$ cat src/design/cld_pkg.sv
`default_nettype none

package cld_pkg;

    localparam int BUFFER_DEPTH = 128;
    localparam int IDX_W        = $clog2(BUFFER_DEPTH);
    localparam int FILL_W       = $clog2(BUFFER_DEPTH + 1);

    localparam logic [2:0] KIND_ECHO     = 3'd0;
    localparam logic [2:0] KIND_READ     = 3'd1;
    localparam logic [2:0] KIND_NOTREADY = 3'd2;
    localparam logic [2:0] KIND_FULL     = 3'd3;
    localparam logic [2:0] KIND_NONE     = 3'd4;

    localparam logic [7:0] CHAR_BS      = 8'd8;
    localparam logic [7:0] CHAR_LF      = 8'h0A;
    localparam logic [7:0] CHAR_CR      = 8'd13;
    localparam logic [7:0] CHAR_SPACE   = 8'd32;
    localparam logic [7:0] CHAR_CARET   = 8'h5E;
    localparam logic [7:0] CHAR_DEL     = 8'd127;
    localparam logic [7:0] CHAR_HIGH    = 8'd128;
    localparam logic [7:0] CTRL_OFFSET  = 8'd64;
    localparam logic [7:0] COUNT_MAX    = 8'd255;
    localparam logic [7:0] PENDING_CTRL = 8'd253;

    typedef enum logic [2:0] {
        OP_PRINT,
        OP_BACKSPACE,
        OP_RETURN,
        OP_CONTROL,
        OP_IGNORE,
        OP_READ
    } op_t;

    typedef struct packed {
        op_t        op;
        logic [7:0] key;
    } cmd_t;

    typedef enum logic [1:0] {
        B_IDLE,
        B_PUSH2,
        B_READ,
        B_EMIT
    } back_state_t;

endpackage

`default_nettype wire

$ cat src/design/console_line_discipline.sv
// An item passes the two-entry front queue, the back-end state B_IDLE, B_PUSH2 for a control
// key or B_READ for a read, and B_EMIT, which loads the output register and waits on m_ready.
// The back end takes a new item only when all results of the last are out; the front queue
// holds up to two. The ring has one write port, so B_PUSH2 writes a control key's second byte.
// Reset clears indices, counts and handshakes and sets echo on; the ring is not cleared.
`default_nettype none

module console_line_discipline
    import cld_pkg::*;
(
    input  wire logic       aclk,
    input  wire logic       aresetn,
    input  wire logic       s_valid,
    output logic            s_ready,
    input  wire logic       s_mode,
    input  wire logic [7:0] s_key_byte,
    output logic            m_valid,
    input  wire logic       m_ready,
    output logic [2:0]      m_kind,
    output logic [7:0]      m_data_byte,
    output logic            m_end_of_line,
    output logic            m_last,
    input  wire logic       cfg_valid,
    output logic            cfg_ready,
    input  wire logic       cfg_data
);

    logic echo_enable_reg;
    logic echo_enable_next;
    logic cmd_valid;
    cmd_t cmd;
    logic cmd_pop;

    assign cfg_ready        = 1'b1;
    assign echo_enable_next = (cfg_valid && cfg_ready) ? cfg_data : echo_enable_reg;

    always_ff @(posedge aclk) begin
        if (!aresetn) begin
            echo_enable_reg <= 1'b1;
        end else begin
            echo_enable_reg <= echo_enable_next;
        end
    end

    cld_front u_front (
        .aclk       (aclk),
        .aresetn    (aresetn),
        .s_valid    (s_valid),
        .s_ready    (s_ready),
        .s_mode     (s_mode),
        .s_key_byte (s_key_byte),
        .cmd_valid  (cmd_valid),
        .cmd        (cmd),
        .cmd_pop    (cmd_pop)
    );

    cld_back u_back (
        .aclk          (aclk),
        .aresetn       (aresetn),
        .echo_enable   (echo_enable_reg),
        .cmd_valid     (cmd_valid),
        .cmd           (cmd),
        .cmd_pop       (cmd_pop),
        .m_valid       (m_valid),
        .m_ready       (m_ready),
        .m_kind        (m_kind),
        .m_data_byte   (m_data_byte),
        .m_end_of_line (m_end_of_line),
        .m_last        (m_last)
    );

endmodule

`default_nettype wire

$ cat src/design/cld_front.sv
`default_nettype none

module cld_front
    import cld_pkg::*;
(
    input  wire logic       aclk,
    input  wire logic       aresetn,
    input  wire logic       s_valid,
    output logic            s_ready,
    input  wire logic       s_mode,
    input  wire logic [7:0] s_key_byte,
    output logic            cmd_valid,
    output cmd_t            cmd,
    input  wire logic       cmd_pop
);

    cmd_t       queue_reg [2];
    logic       wr_ptr_reg;
    logic       wr_ptr_next;
    logic       rd_ptr_reg;
    logic       rd_ptr_next;
    logic [1:0] count_reg;
    logic [1:0] count_next;
    logic       push;
    cmd_t       cls;

    always_comb begin
        cls.key = s_key_byte;
        priority if (s_mode) begin
            cls.op = OP_READ;
        end else if (s_key_byte >= CHAR_HIGH) begin
            cls.op = OP_IGNORE;
        end else if (s_key_byte == CHAR_DEL) begin
            cls.op = OP_BACKSPACE;
        end else if (s_key_byte == CHAR_CR) begin
            cls.op = OP_RETURN;
        end else if (s_key_byte >= CHAR_SPACE) begin
            cls.op = OP_PRINT;
        end else begin
            cls.op = OP_CONTROL;
        end
    end

    assign s_ready   = (count_reg != 2'd2);
    assign push      = s_valid && s_ready;
    assign cmd_valid = (count_reg != 2'd0);
    assign cmd       = queue_reg[rd_ptr_reg];

    always_comb begin
        wr_ptr_next = push ? ~wr_ptr_reg : wr_ptr_reg;
        rd_ptr_next = cmd_pop ? ~rd_ptr_reg : rd_ptr_reg;
        count_next  = count_reg + {1'b0, push} - {1'b0, cmd_pop};
    end

    always_ff @(posedge aclk) begin
        if (!aresetn) begin
            wr_ptr_reg <= 1'b0;
            rd_ptr_reg <= 1'b0;
            count_reg  <= 2'd0;
        end else begin
            wr_ptr_reg <= wr_ptr_next;
            rd_ptr_reg <= rd_ptr_next;
            count_reg  <= count_next;
        end
    end

    always_ff @(posedge aclk) begin
        if (push) begin
            queue_reg[wr_ptr_reg] <= cls;
        end
    end

endmodule

`default_nettype wire

$ cat src/design/cld_back.sv
`default_nettype none

module cld_back
    import cld_pkg::*;
(
    input  wire logic       aclk,
    input  wire logic       aresetn,
    input  wire logic       echo_enable,
    input  wire logic       cmd_valid,
    input  wire cmd_t       cmd,
    output logic            cmd_pop,
    output logic            m_valid,
    input  wire logic       m_ready,
    output logic [2:0]      m_kind,
    output logic [7:0]      m_data_byte,
    output logic            m_end_of_line,
    output logic            m_last
);

    back_state_t state_reg;
    back_state_t state_next;

    logic [7:0] ring_mem [BUFFER_DEPTH];
    logic [7:0] rdata_reg;

    logic [IDX_W-1:0]  head_reg;
    logic [IDX_W-1:0]  head_next;
    logic [IDX_W-1:0]  tail_reg;
    logic [IDX_W-1:0]  tail_next;
    logic [FILL_W-1:0] fill_reg;
    logic [FILL_W-1:0] fill_next;
    logic [7:0]        pending_reg;
    logic [7:0]        pending_next;
    logic [7:0]        line_reg;
    logic [7:0]        line_next;

    logic [2:0] seq_kind_reg [3];
    logic [2:0] seq_kind_next [3];
    logic [7:0] seq_data_reg [3];
    logic [7:0] seq_data_next [3];
    logic       seq_eol_reg;
    logic       seq_eol_next;
    logic [1:0] res_cnt_reg;
    logic [1:0] res_cnt_next;
    logic [1:0] res_idx_reg;
    logic [1:0] res_idx_next;
    logic [7:0] pend_byte_reg;
    logic [7:0] pend_byte_next;

    logic       m_valid_reg;
    logic       m_valid_next;
    logic [2:0] m_kind_reg;
    logic [7:0] m_data_reg;
    logic       m_eol_reg;
    logic       m_last_reg;

    logic             ram_we;
    logic [IDX_W-1:0] ram_waddr;
    logic [7:0]       ram_wdata;
    logic             ram_re;

    logic             out_free;
    logic             emit_load;
    logic             emit_last;
    logic             ring_full;
    logic             room_lt2;
    logic             read_ready;
    logic             ctrl_ok;
    logic [IDX_W-1:0] head_inc;
    logic [IDX_W-1:0] head_dec;
    logic [IDX_W-1:0] tail_inc;

    assign ring_full  = (fill_reg == FILL_W'(BUFFER_DEPTH));
    assign room_lt2   = (fill_reg > FILL_W'(BUFFER_DEPTH - 2));
    assign read_ready = (line_reg != 8'd0) && (fill_reg != '0);
    assign ctrl_ok    = !room_lt2 && (pending_reg <= PENDING_CTRL);
    assign head_inc   = (head_reg == IDX_W'(BUFFER_DEPTH - 1)) ? '0 : head_reg + 1'b1;
    assign head_dec   = (head_reg == '0) ? IDX_W'(BUFFER_DEPTH - 1) : head_reg - 1'b1;
    assign tail_inc   = (tail_reg == IDX_W'(BUFFER_DEPTH - 1)) ? '0 : tail_reg + 1'b1;

    assign out_free  = !m_valid_reg || m_ready;
    assign emit_load = (state_reg == B_EMIT) && out_free;
    assign emit_last = (res_idx_reg == res_cnt_reg - 2'd1);
    assign cmd_pop   = (state_reg == B_IDLE) && cmd_valid;

    always_comb begin
        state_next = state_reg;
        unique case (state_reg)
            B_IDLE: begin
                if (cmd_valid) begin
                    if (cmd.op == OP_READ && read_ready) begin
                        state_next = B_READ;
                    end else if (cmd.op == OP_CONTROL && ctrl_ok) begin
                        state_next = B_PUSH2;
                    end else begin
                        state_next = B_EMIT;
                    end
                end
            end
            B_PUSH2: state_next = B_EMIT;
            B_READ:  state_next = B_EMIT;
            B_EMIT: begin
                if (out_free && emit_last) begin
                    state_next = B_IDLE;
                end
            end
            default: state_next = B_IDLE;
        endcase
    end

    always_comb begin
        head_next      = head_reg;
        tail_next      = tail_reg;
        fill_next      = fill_reg;
        pending_next   = pending_reg;
        line_next      = line_reg;
        seq_kind_next  = seq_kind_reg;
        seq_data_next  = seq_data_reg;
        seq_eol_next   = seq_eol_reg;
        res_cnt_next   = res_cnt_reg;
        res_idx_next   = res_idx_reg;
        pend_byte_next = pend_byte_reg;
        ram_we         = 1'b0;
        ram_waddr      = head_reg;
        ram_wdata      = cmd.key;
        ram_re         = 1'b0;
        unique case (state_reg)
            B_IDLE: begin
                if (cmd_valid) begin
                    res_idx_next     = 2'd0;
                    res_cnt_next     = 2'd1;
                    seq_eol_next     = 1'b0;
                    seq_kind_next[0] = KIND_NONE;
                    seq_data_next[0] = 8'd0;
                    unique case (cmd.op)
                        OP_IGNORE: begin
                        end
                        OP_BACKSPACE: begin
                            if (pending_reg != 8'd0) begin
                                head_next    = head_dec;
                                fill_next    = fill_reg - 1'b1;
                                pending_next = pending_reg - 8'd1;
                            end
                            if (echo_enable) begin
                                res_cnt_next     = 2'd3;
                                seq_kind_next[0] = KIND_ECHO;
                                seq_data_next[0] = CHAR_BS;
                                seq_kind_next[1] = KIND_ECHO;
                                seq_data_next[1] = CHAR_SPACE;
                                seq_kind_next[2] = KIND_ECHO;
                                seq_data_next[2] = CHAR_BS;
                            end
                        end
                        OP_RETURN: begin
                            if (ring_full || line_reg == COUNT_MAX) begin
                                seq_kind_next[0] = KIND_FULL;
                            end else begin
                                ram_we       = 1'b1;
                                ram_wdata    = CHAR_CR;
                                head_next    = head_inc;
                                fill_next    = fill_reg + 1'b1;
                                line_next    = line_reg + 8'd1;
                                pending_next = 8'd0;
                                if (echo_enable) begin
                                    seq_kind_next[0] = KIND_ECHO;
                                    seq_data_next[0] = CHAR_LF;
                                end
                            end
                        end
                        OP_PRINT: begin
                            if (ring_full || pending_reg == COUNT_MAX) begin
                                seq_kind_next[0] = KIND_FULL;
                            end else begin
                                ram_we       = 1'b1;
                                head_next    = head_inc;
                                fill_next    = fill_reg + 1'b1;
                                pending_next = pending_reg + 8'd1;
                                if (echo_enable) begin
                                    seq_kind_next[0] = KIND_ECHO;
                                    seq_data_next[0] = cmd.key;
                                end
                            end
                        end
                        OP_CONTROL: begin
                            if (!ctrl_ok) begin
                                seq_kind_next[0] = KIND_FULL;
                            end else begin
                                ram_we         = 1'b1;
                                ram_wdata      = CHAR_CARET;
                                head_next      = head_inc;
                                fill_next      = fill_reg + 1'b1;
                                pending_next   = pending_reg + 8'd2;
                                pend_byte_next = cmd.key + CTRL_OFFSET;
                                if (echo_enable) begin
                                    res_cnt_next     = 2'd2;
                                    seq_kind_next[0] = KIND_ECHO;
                                    seq_data_next[0] = CHAR_CARET;
                                    seq_kind_next[1] = KIND_ECHO;
                                    seq_data_next[1] = cmd.key + CTRL_OFFSET;
                                end
                            end
                        end
                        OP_READ: begin
                            if (read_ready) begin
                                ram_re    = 1'b1;
                                tail_next = tail_inc;
                                fill_next = fill_reg - 1'b1;
                            end else begin
                                seq_kind_next[0] = KIND_NOTREADY;
                            end
                        end
                        default: begin
                        end
                    endcase
                end
            end
            B_PUSH2: begin
                ram_we    = 1'b1;
                ram_wdata = pend_byte_reg;
                head_next = head_inc;
                fill_next = fill_reg + 1'b1;
            end
            B_READ: begin
                seq_kind_next[0] = KIND_READ;
                seq_data_next[0] = rdata_reg;
                seq_eol_next     = (rdata_reg == CHAR_CR);
                if (rdata_reg == CHAR_CR) begin
                    line_next = line_reg - 8'd1;
                end
            end
            B_EMIT: begin
                if (out_free) begin
                    res_idx_next = res_idx_reg + 2'd1;
                end
            end
            default: begin
            end
        endcase
    end

    always_comb begin
        if (emit_load) begin
            m_valid_next = 1'b1;
        end else if (m_ready) begin
            m_valid_next = 1'b0;
        end else begin
            m_valid_next = m_valid_reg;
        end
    end

    always_ff @(posedge aclk) begin
        if (!aresetn) begin
            state_reg   <= B_IDLE;
            head_reg    <= '0;
            tail_reg    <= '0;
            fill_reg    <= '0;
            pending_reg <= 8'd0;
            line_reg    <= 8'd0;
            res_cnt_reg <= 2'd1;
            res_idx_reg <= 2'd0;
            m_valid_reg <= 1'b0;
        end else begin
            state_reg   <= state_next;
            head_reg    <= head_next;
            tail_reg    <= tail_next;
            fill_reg    <= fill_next;
            pending_reg <= pending_next;
            line_reg    <= line_next;
            res_cnt_reg <= res_cnt_next;
            res_idx_reg <= res_idx_next;
            m_valid_reg <= m_valid_next;
        end
    end

    always_ff @(posedge aclk) begin
        seq_kind_reg  <= seq_kind_next;
        seq_data_reg  <= seq_data_next;
        seq_eol_reg   <= seq_eol_next;
        pend_byte_reg <= pend_byte_next;
        if (emit_load) begin
            m_kind_reg <= seq_kind_reg[res_idx_reg];
            m_data_reg <= seq_data_reg[res_idx_reg];
            m_eol_reg  <= (res_idx_reg == 2'd0) ? seq_eol_reg : 1'b0;
            m_last_reg <= emit_last;
        end
    end

    always_ff @(posedge aclk) begin
        if (ram_we) begin
            ring_mem[ram_waddr] <= ram_wdata;
        end
        if (ram_re) begin
            rdata_reg <= ring_mem[tail_reg];
        end
    end

    assign m_valid       = m_valid_reg;
    assign m_kind        = m_kind_reg;
    assign m_data_byte   = m_data_reg;
    assign m_end_of_line = m_eol_reg;
    assign m_last        = m_last_reg;

endmodule

`default_nettype wire

$ cat config.mk
export PLATFORM = sky130hd
export DESIGN_NAME = console_line_discipline
export DESIGN_NICKNAME = d
export VERILOG_FILES = /design/src/design/cld_pkg.sv /design/src/design/console_line_discipline.sv /design/src/design/cld_front.sv /design/src/design/cld_back.sv
export SDC_FILE = /design/constraint.sdc
export NUM_CORES = 1
export LEC_CHECK = 0
export BUFFER_PORTS_ARGS = -buffer_cell sky130_fd_sc_hd__buf_4
export CORE_MARGIN = 3
export CORE_UTILIZATION = 65
export CTS_BUF_LIST = sky130_fd_sc_hd__clkbuf_2 sky130_fd_sc_hd__clkbuf_4 sky130_fd_sc_hd__clkbuf_8
export CTS_CLUSTER_SIZE = 10
export DETAILED_ROUTE_END_ITERATION = 10
export MAX_ROUTING_LAYER = met4
export PLACE_DENSITY = 0.81
export SYNTH_ARGS = -nofsm -noshare
export SYNTH_HDL_FRONTEND = slang
export SYNTH_SLANG_ARGS = --single-unit
$ cat constraint.sdc
create_clock -name aclk -period 17.5 [get_ports aclk]
set_input_delay 2.625 -clock aclk [delete_from_list [all_inputs] [get_ports aclk]]
set_output_delay 2.625 -clock aclk [all_outputs]
set_load 0.05 [all_outputs]
# Word level (Yosys, flattened, before mapping)
# Memories as Yosys holds them, arrays and structs flattened. A register that Yosys moved wholly into a read port is not among the register bits.
# Cells that the tools add are included.
[word_totals] input_bits=15 mem_bits_rw=1046 mem_count=2 romBits=0 reg_bits=94 latch_bits=0 word_cells=224
[op_classes] eq_ne=36 shifts=0 addsub=15 n_mul=0 div_mod_pow=0 n_lt_le_gt_ge=5 bitwise=3 reduce_logical=39 n_mux=101
[mem_list] name="u_back.ring_mem" depth=128 width=8 rd=1 rd_clocked_by_memory_dff=1 write_ports=1 line_no="cld_back.sv:23" text="logic [7:0] ring_mem [BUFFER_DEPTH];"
[mem_list] name="u_front.queue_reg" depth=2 width=11 rd=1 rd_clocked_by_memory_dff=1 write_ports=1 line_no="cld_front.sv:17" text="cmd_t queue_reg [2];"
[op_table] cell="two-way mux 8 bit" n=22
[op_table] cell="case mux 8 bit (2 select lines)" n=6
[op_table] cell="case mux 8 bit (4 select lines)" n=2
[op_table] cell="two-way mux 7 bit" n=8
[op_table] cell="case mux 8 bit (5 select lines)" n=1
[op_table] cell="two-way mux 3 bit" n=13
[op_table] cell="case mux 7 bit (4 select lines)" n=1
[op_table] cell="adder 8 x 1 -> 8 bit, second input constant" n=3
[op_table] cell="equality test 8 bit, second input constant" n=3
[op_table] cell="two-way mux 24 bit" n=1
[op_table] cell="nonzero test 8 bit" n=3
[op_table] cell="subtractor 8 x 1 -> 8 bit, second input constant" n=3
[op_table] cell="two-way mux 2 bit" n=10
[op_table] cell="two-way mux 20 bit" n=1
[op_table] cell="two-way mux 9 bit" n=2
[op_table] cell="two-way mux 1 bit" n=17
[op_table] cell="binary-select mux 8 bit (select 2 bit)" n=1
[op_table] cell="equality test 8 x 4 -> 1 bit, second input constant" n=2
[op_table] cell="two-way mux 16 bit" n=1
[op_table] cell="inequality test 2 bit, second input constant" n=8
[op_table] cell="two-way mux 15 bit" n=1
[op_table] cell="case mux 3 bit (5 select lines)" n=1
[op_table] cell="adder 7 x 1 -> 7 bit, second input constant" n=2
[op_table] cell="equality test 7 bit, second input constant" n=2
[op_table] cell="51 further kinds" n=85

# Logic depth before layout (Yosys ltp)
[logic_depth] ltp_word=9 ltp_mapped=11 depth_no_buf=10

# Cells and area by module
# Synthesis repeated with hierarchy kept, for this count alone.
[hier_totals] cells_unflattened=2568 area_unflattened_um2=46090.5
[modules_own_cells] module="cld_back" seq_area_each_um2=33121.8 cells_each=2496 area_per_inst_um2=44969.4 n_inst=1
[modules_own_cells] module="cld_front" seq_area_each_um2=760.7 cells_each=67 area_per_inst_um2=1076.0 n_inst=1
[modules_own_cells] module="console_line_discipline" seq_area_each_um2=20.0 cells_each=5 area_per_inst_um2=45.0 n_inst=1

# Worst setup path before layout
# OpenSTA, ideal clock, no wires.
[synth_timing] kind="reg2reg" start="register u_back.fill_reg[0]" end="memory u_back.ring_mem[0][6] (data pin)" slack_ns=11.642 synth_period_minus_slack_ns=5.858 arrival_time_ns=4.985 path_stages_with_launch=8 path_cell_list="dfxtp_1 -> inv_1 -> ha_1 -> nor3b_1 -> and3_1 -> or3_1 -> o21ai_0 -> o211ai_1"
[synth_between] elab_chain_len=7 elab_cells_between_ends=10
[synth_lines] element="from (decl)" line_no="cld_back.sv:30" text="logic [FILL_W-1:0] fill_reg;"
[synth_lines] element="from (signal assigned)" line_no="cld_back.sv:266" text="fill_reg <= fill_next;"
[synth_lines] element="greater-than comparator 8 x 7 -> 1 bit" line_no="cld_back.sv:74" text="assign room_lt2 = (fill_reg > FILL_W'(BUFFER_DEPTH - 2));"
[synth_lines] element="zero test 1 bit" line_no="cld_back.sv:76" text="assign ctrl_ok = !room_lt2 && (pending_reg <= PENDING_CTRL);"
[synth_lines] element="logical AND 1 bit" line_no="cld_back.sv:76"
[synth_lines] element="two-way mux 8 bit" line_no="cld_back.sv:185" text="if (!ctrl_ok) begin"
[synth_lines] element="case mux 8 bit (2 select lines) *" line_no="cld_back.sv:135" text="unique case (cmd.op)"
[synth_lines] element="two-way mux 8 bit *" line_no="cld_back.sv:129" text="if (cmd_valid) begin"
[synth_lines] element="case mux 8 bit (2 select lines) *" line_no="cld_back.sv:127" text="unique case (state_reg)"
[synth_lines] element="via u_back.ram_wdata[6]" line_no="cld_back.sv:59" text="logic [7:0] ram_wdata;"
[synth_lines] element="to (decl)" line_no="cld_back.sv:23"
# The timed path passes the listed nets; every way through them passes the cells marked *.

==> run_results.csv <==
group,metric,value,unit
floorplan,core,70510,µm²
sta,worst_pin_slew,1.384,ns
sta,setup_ws,12.82,ns
floorplan,ioPinCount,31,
floorplan,dieHeight,273.5,µm
setup_path,r2r-end,"u_back.rdata_reg[4]",
power,irDropWorstVdd,0.1146,mV
place,place_worst_setup_slack,12.91,ns
final_layout,post-route-util,0.7221,
synthesis,ys_async_sr_fraction,0,
detailed_routing,post-route-drc-count,0,
place,place.detailed.hpwl,65950,µm
run,drv_cap,0,
sta,rsz0062_at_grt,"false",
final_layout,multi_input_area,11830,µm²
clock_network,postCtsResizedCells,0,
sta,timing.hold.ws,0.4714,ns
sta,fmax,213.5,MHz
synthesis,ys.flop_type,"edfxtp_1",
hold_path,hp-start,"u_front.rd_ptr_reg",
sta,slew_viol_final,0,
detailed_routing,ant_nets,0,
synthesis,synth_warnings,0,
power,leakagePower,15.68,nW
sta,setup_viol,0,
synthesis,synth_top_area_frac,0.7070,
clock_network,clock_path_buffers,3,
final_layout,drive_gt1_frac,0.2136,
power,switchingPower,2.019,mW
synthesis,synthAdderAreaFrac,0.007856,
setup_path,r2r_slack,12.82,ns
synthesis,postSynthCellCount,2559,
setup_path,worstPathRequired,18.23,ns
synthesis,yosysMostFrequentCell,"edfxtp_1",
floorplan,die-area,74790,µm²
global_route,grt_pass1_vias,25670,
power,power.density,137.5,nW/µm²
detailed_routing,viasPerCell,6.923,
detailed_routing,route.vias.total,25910,
synthesis,ys_top_cells_by_count,"1,095 x edfxtp_1, 216 x mux4_2, 203 x nor2_1",
synthesis,syn_avg_cell_area,18.17,µm²
sta,period_share,0.2676,
power,seqPwrFrac,0.518,
clock_network,cts_tree,"done",
hold_path,whs_path_depth,2,
sta,hold_viol_final,0,
clock_network,cts-buffers-inserted,173,
clock_network,root_buffer,"clkbuf_8",
synthesis,synth_xor_area_frac,0.005085,
detailed_routing,drt_wl_total,109300,µm
clock_network,clk_latency,0.86,ns
power,p_sw_frac,0.2884,
setup_path,path_max_fanout,47,
final_layout,final_net_count,2700,
setup_path,r2r_cells,7,
place,port-buffer-count,29,
global_route,grt-ovfl-total,0,
final_layout,seq_area,33910,µm²
setup_path,critPathKind,"reg2reg",
synthesis,ys_ff_latch,1146,
synthesis,synth_area_leaders,"edfxtp_1 71%, mux4_2 10%, mux2i_1 2.8%",
detailed_routing,drt-initial-drc-count,3803,
detailed_routing,wl_per_cell,29.21,µm
global_route,gr-usage-all-layers,0.3084,
detailed_routing,first_pass_iters,6,
clock_network,cts_setup_buffers,0,
sta,tns,0,ns
place,globalplace.congestion,0.9051,
power,p_clk_frac,0.307,
synthesis,synthMuxAreaShare,0.1362,
synthesis,syn-num-nets,2602,
setup_path,start_kind,"flip-flop",
hold_path,hold_class,"reg2reg",
power,power_frac_comb,0.175,
clock_network,clock-sinks,1146,
floorplan,die_x,273.5,µm
floorplan,start_util,0.6595,
final_layout,largest_reg_flops,1024,
setup_path,worstPathArrival,5.41,ns
setup_path,worstReg2RegStart,"u_back.tail_reg[2]",
synthesis,netlist_area,46510,µm²
sta,skew,0.05001,ns
clock_network,worst_setup_hold_path_clk_slew,0.07,ns
synthesis,ys_types,85,
global_route,grt_max_degree,108,
floorplan,num_rows,97,
final_layout,fill_cells,4017,
synthesis,synthSimpleGateAreaFrac,0.04821,
setup_path,cp-end-kind,"flip-flop",
sta,relSlewSlack,0.07561,
synthesis,yosys.area.top_type,"edfxtp_1",
final_layout,area_growth,9.478,%
synthesis,synth_top_family_by_area,"multiplexers",
global_route,grt_pass1_wl,163800,µm
synthesis,seq_area_frac_synth,0.7290,
synthesis,synth-compound-area-share,0.05564,
run_status,status,"finished clean",
power,intPower,4.981,mW
clock_network,holdBufCountCts,0,
global_route,antenna_found_initial,2,
synthesis,synth_edf_count,1095,
clock_network,htreeDepth,4,
sta,period_minus_slack,4.684,ns
==> cell usage in the layout, fill, tap and decap left out, drive strengths merged, types with 15 or more instances in the layout <==
| cell type | synthesis | routed |
|---|---|---|
| edfxtp | 1095 | 1095 |
| clkbuf | 54 | 230 |
| mux4 | 216 | 216 |
| nor2 | 203 | 203 |
| mux2i | 130 | 130 |
| nand2 | 96 | 96 |
| a21oi | 67 | 67 |
| clkinv | 0 | 67 |
| buf | 85 | 62 |
| dfxtp | 51 | 51 |
| o21ai | 42 | 42 |
| inv | 36 | 41 |
| a22oi | 34 | 34 |
| nor3 | 34 | 34 |
| nand3 | 30 | 30 |
| ha | 26 | 26 |
| a211oi | 25 | 25 |
| o221ai | 22 | 22 |
| xnor2 | 21 | 21 |
| o22ai | 20 | 20 |
| o211ai | 18 | 18 |
| a221oi | 17 | 17 |
| nor2b | 15 | 15 |
==> through the flow <==
stage               cells  cell area (µm²)  total power [mW]
floorplan            2559            46510             4.472
finish               3743            50920             6.999
CTS                  3739            50910             6.987
global route         3741            50910             7.237
detailed placement   3422            47520             4.882
global placement     3422            47520             4.808
==> worst max-delay path, stage by stage (launching register included) <==
cell,delay [ns]
dfxtp_4,0.58
buf_4,0.66
buf_4,0.72
nand3_1,0.76
o22ai_1,0.46
a2111oi_0,0.14
a211oi_1,0.90
o32a_1,0.29
==> power groups by stage <==
stage               combinational (mW)  sequential, mW  clock, mW
floorplan                        0.761            3.71          0
global placement                  1.14            3.67          0
detailed placement                1.20            3.68          0
CTS                               1.21            3.62       2.16
global route                      1.32            3.64       2.28
finish                            1.23            3.63       2.15
==> logic make-up (layout without fill, tap and decap cells) <==
| kind of cell | after synthesis | in the layout |
|---|---|---|
| DFF | 1146 | 1146 |
| and+or+nand+nor | 479 | 479 |
| muxes | 359 | 359 |
| AOI/OAI and AO/OA | 344 | 344 |
| buffers and inverters | 175 | 415 |
| adders and majority gates | 28 | 28 |
| xor gates and xnor gates | 27 | 27 |
| other | 1 | 5 |
==> routing by layer <==
| metal | share of wire | track usage | vias up |
|---|---|---|---|
| met2 | 0.47 | 0.4532 | 1863 |
| met4 | 0.041 | 0.1285 | 0 |
| li1 | - | - | 10640 |
| met1 | 0.37 | 0.4252 | 13080 |
| met3 | 0.11 | 0.07161 | 328 |
| met5 | 0 | - | - |
==> worst max-delay path by stage <==
stage / end / cells after the start / startpoint / slack (ns)
final: u_back.rdata_reg[4] / 7 / u_back.tail_reg[2] / 12.82
after global routing: u_back.rdata_reg[3] / 7 / u_back.tail_reg[0] / 12.71
after CTS: u_back.rdata_reg[4] / 7 / u_back.tail_reg[2] / 12.94
after detailed placement: u_back.rdata_reg[4] / 7 / u_back.tail_reg[2] / 12.91
after global placement: u_back.rdata_reg[4] / 7 / u_back.tail_reg[2] / 12.97
after floorplan: u_back.ring_mem[0][6] / 7 / u_back.fill_reg[0] / 11.64
==> area by class of cell <==
class / count / share of cell area
Sequential cell: 1146 / 0.6661
Multi-Input combinational cell: 1238 / 0.2323
Clock buffer: 230 / 0.05578
Tap cell: 940 / 0.02310
Clock inverter: 87 / 0.01076
Timing Repair Buffer: 62 / 0.009142
Inverter: 36 / 0.002654
Antenna cell: 4 / 0.0001966
Note: power is estimated with default switching activity, not from simulation.
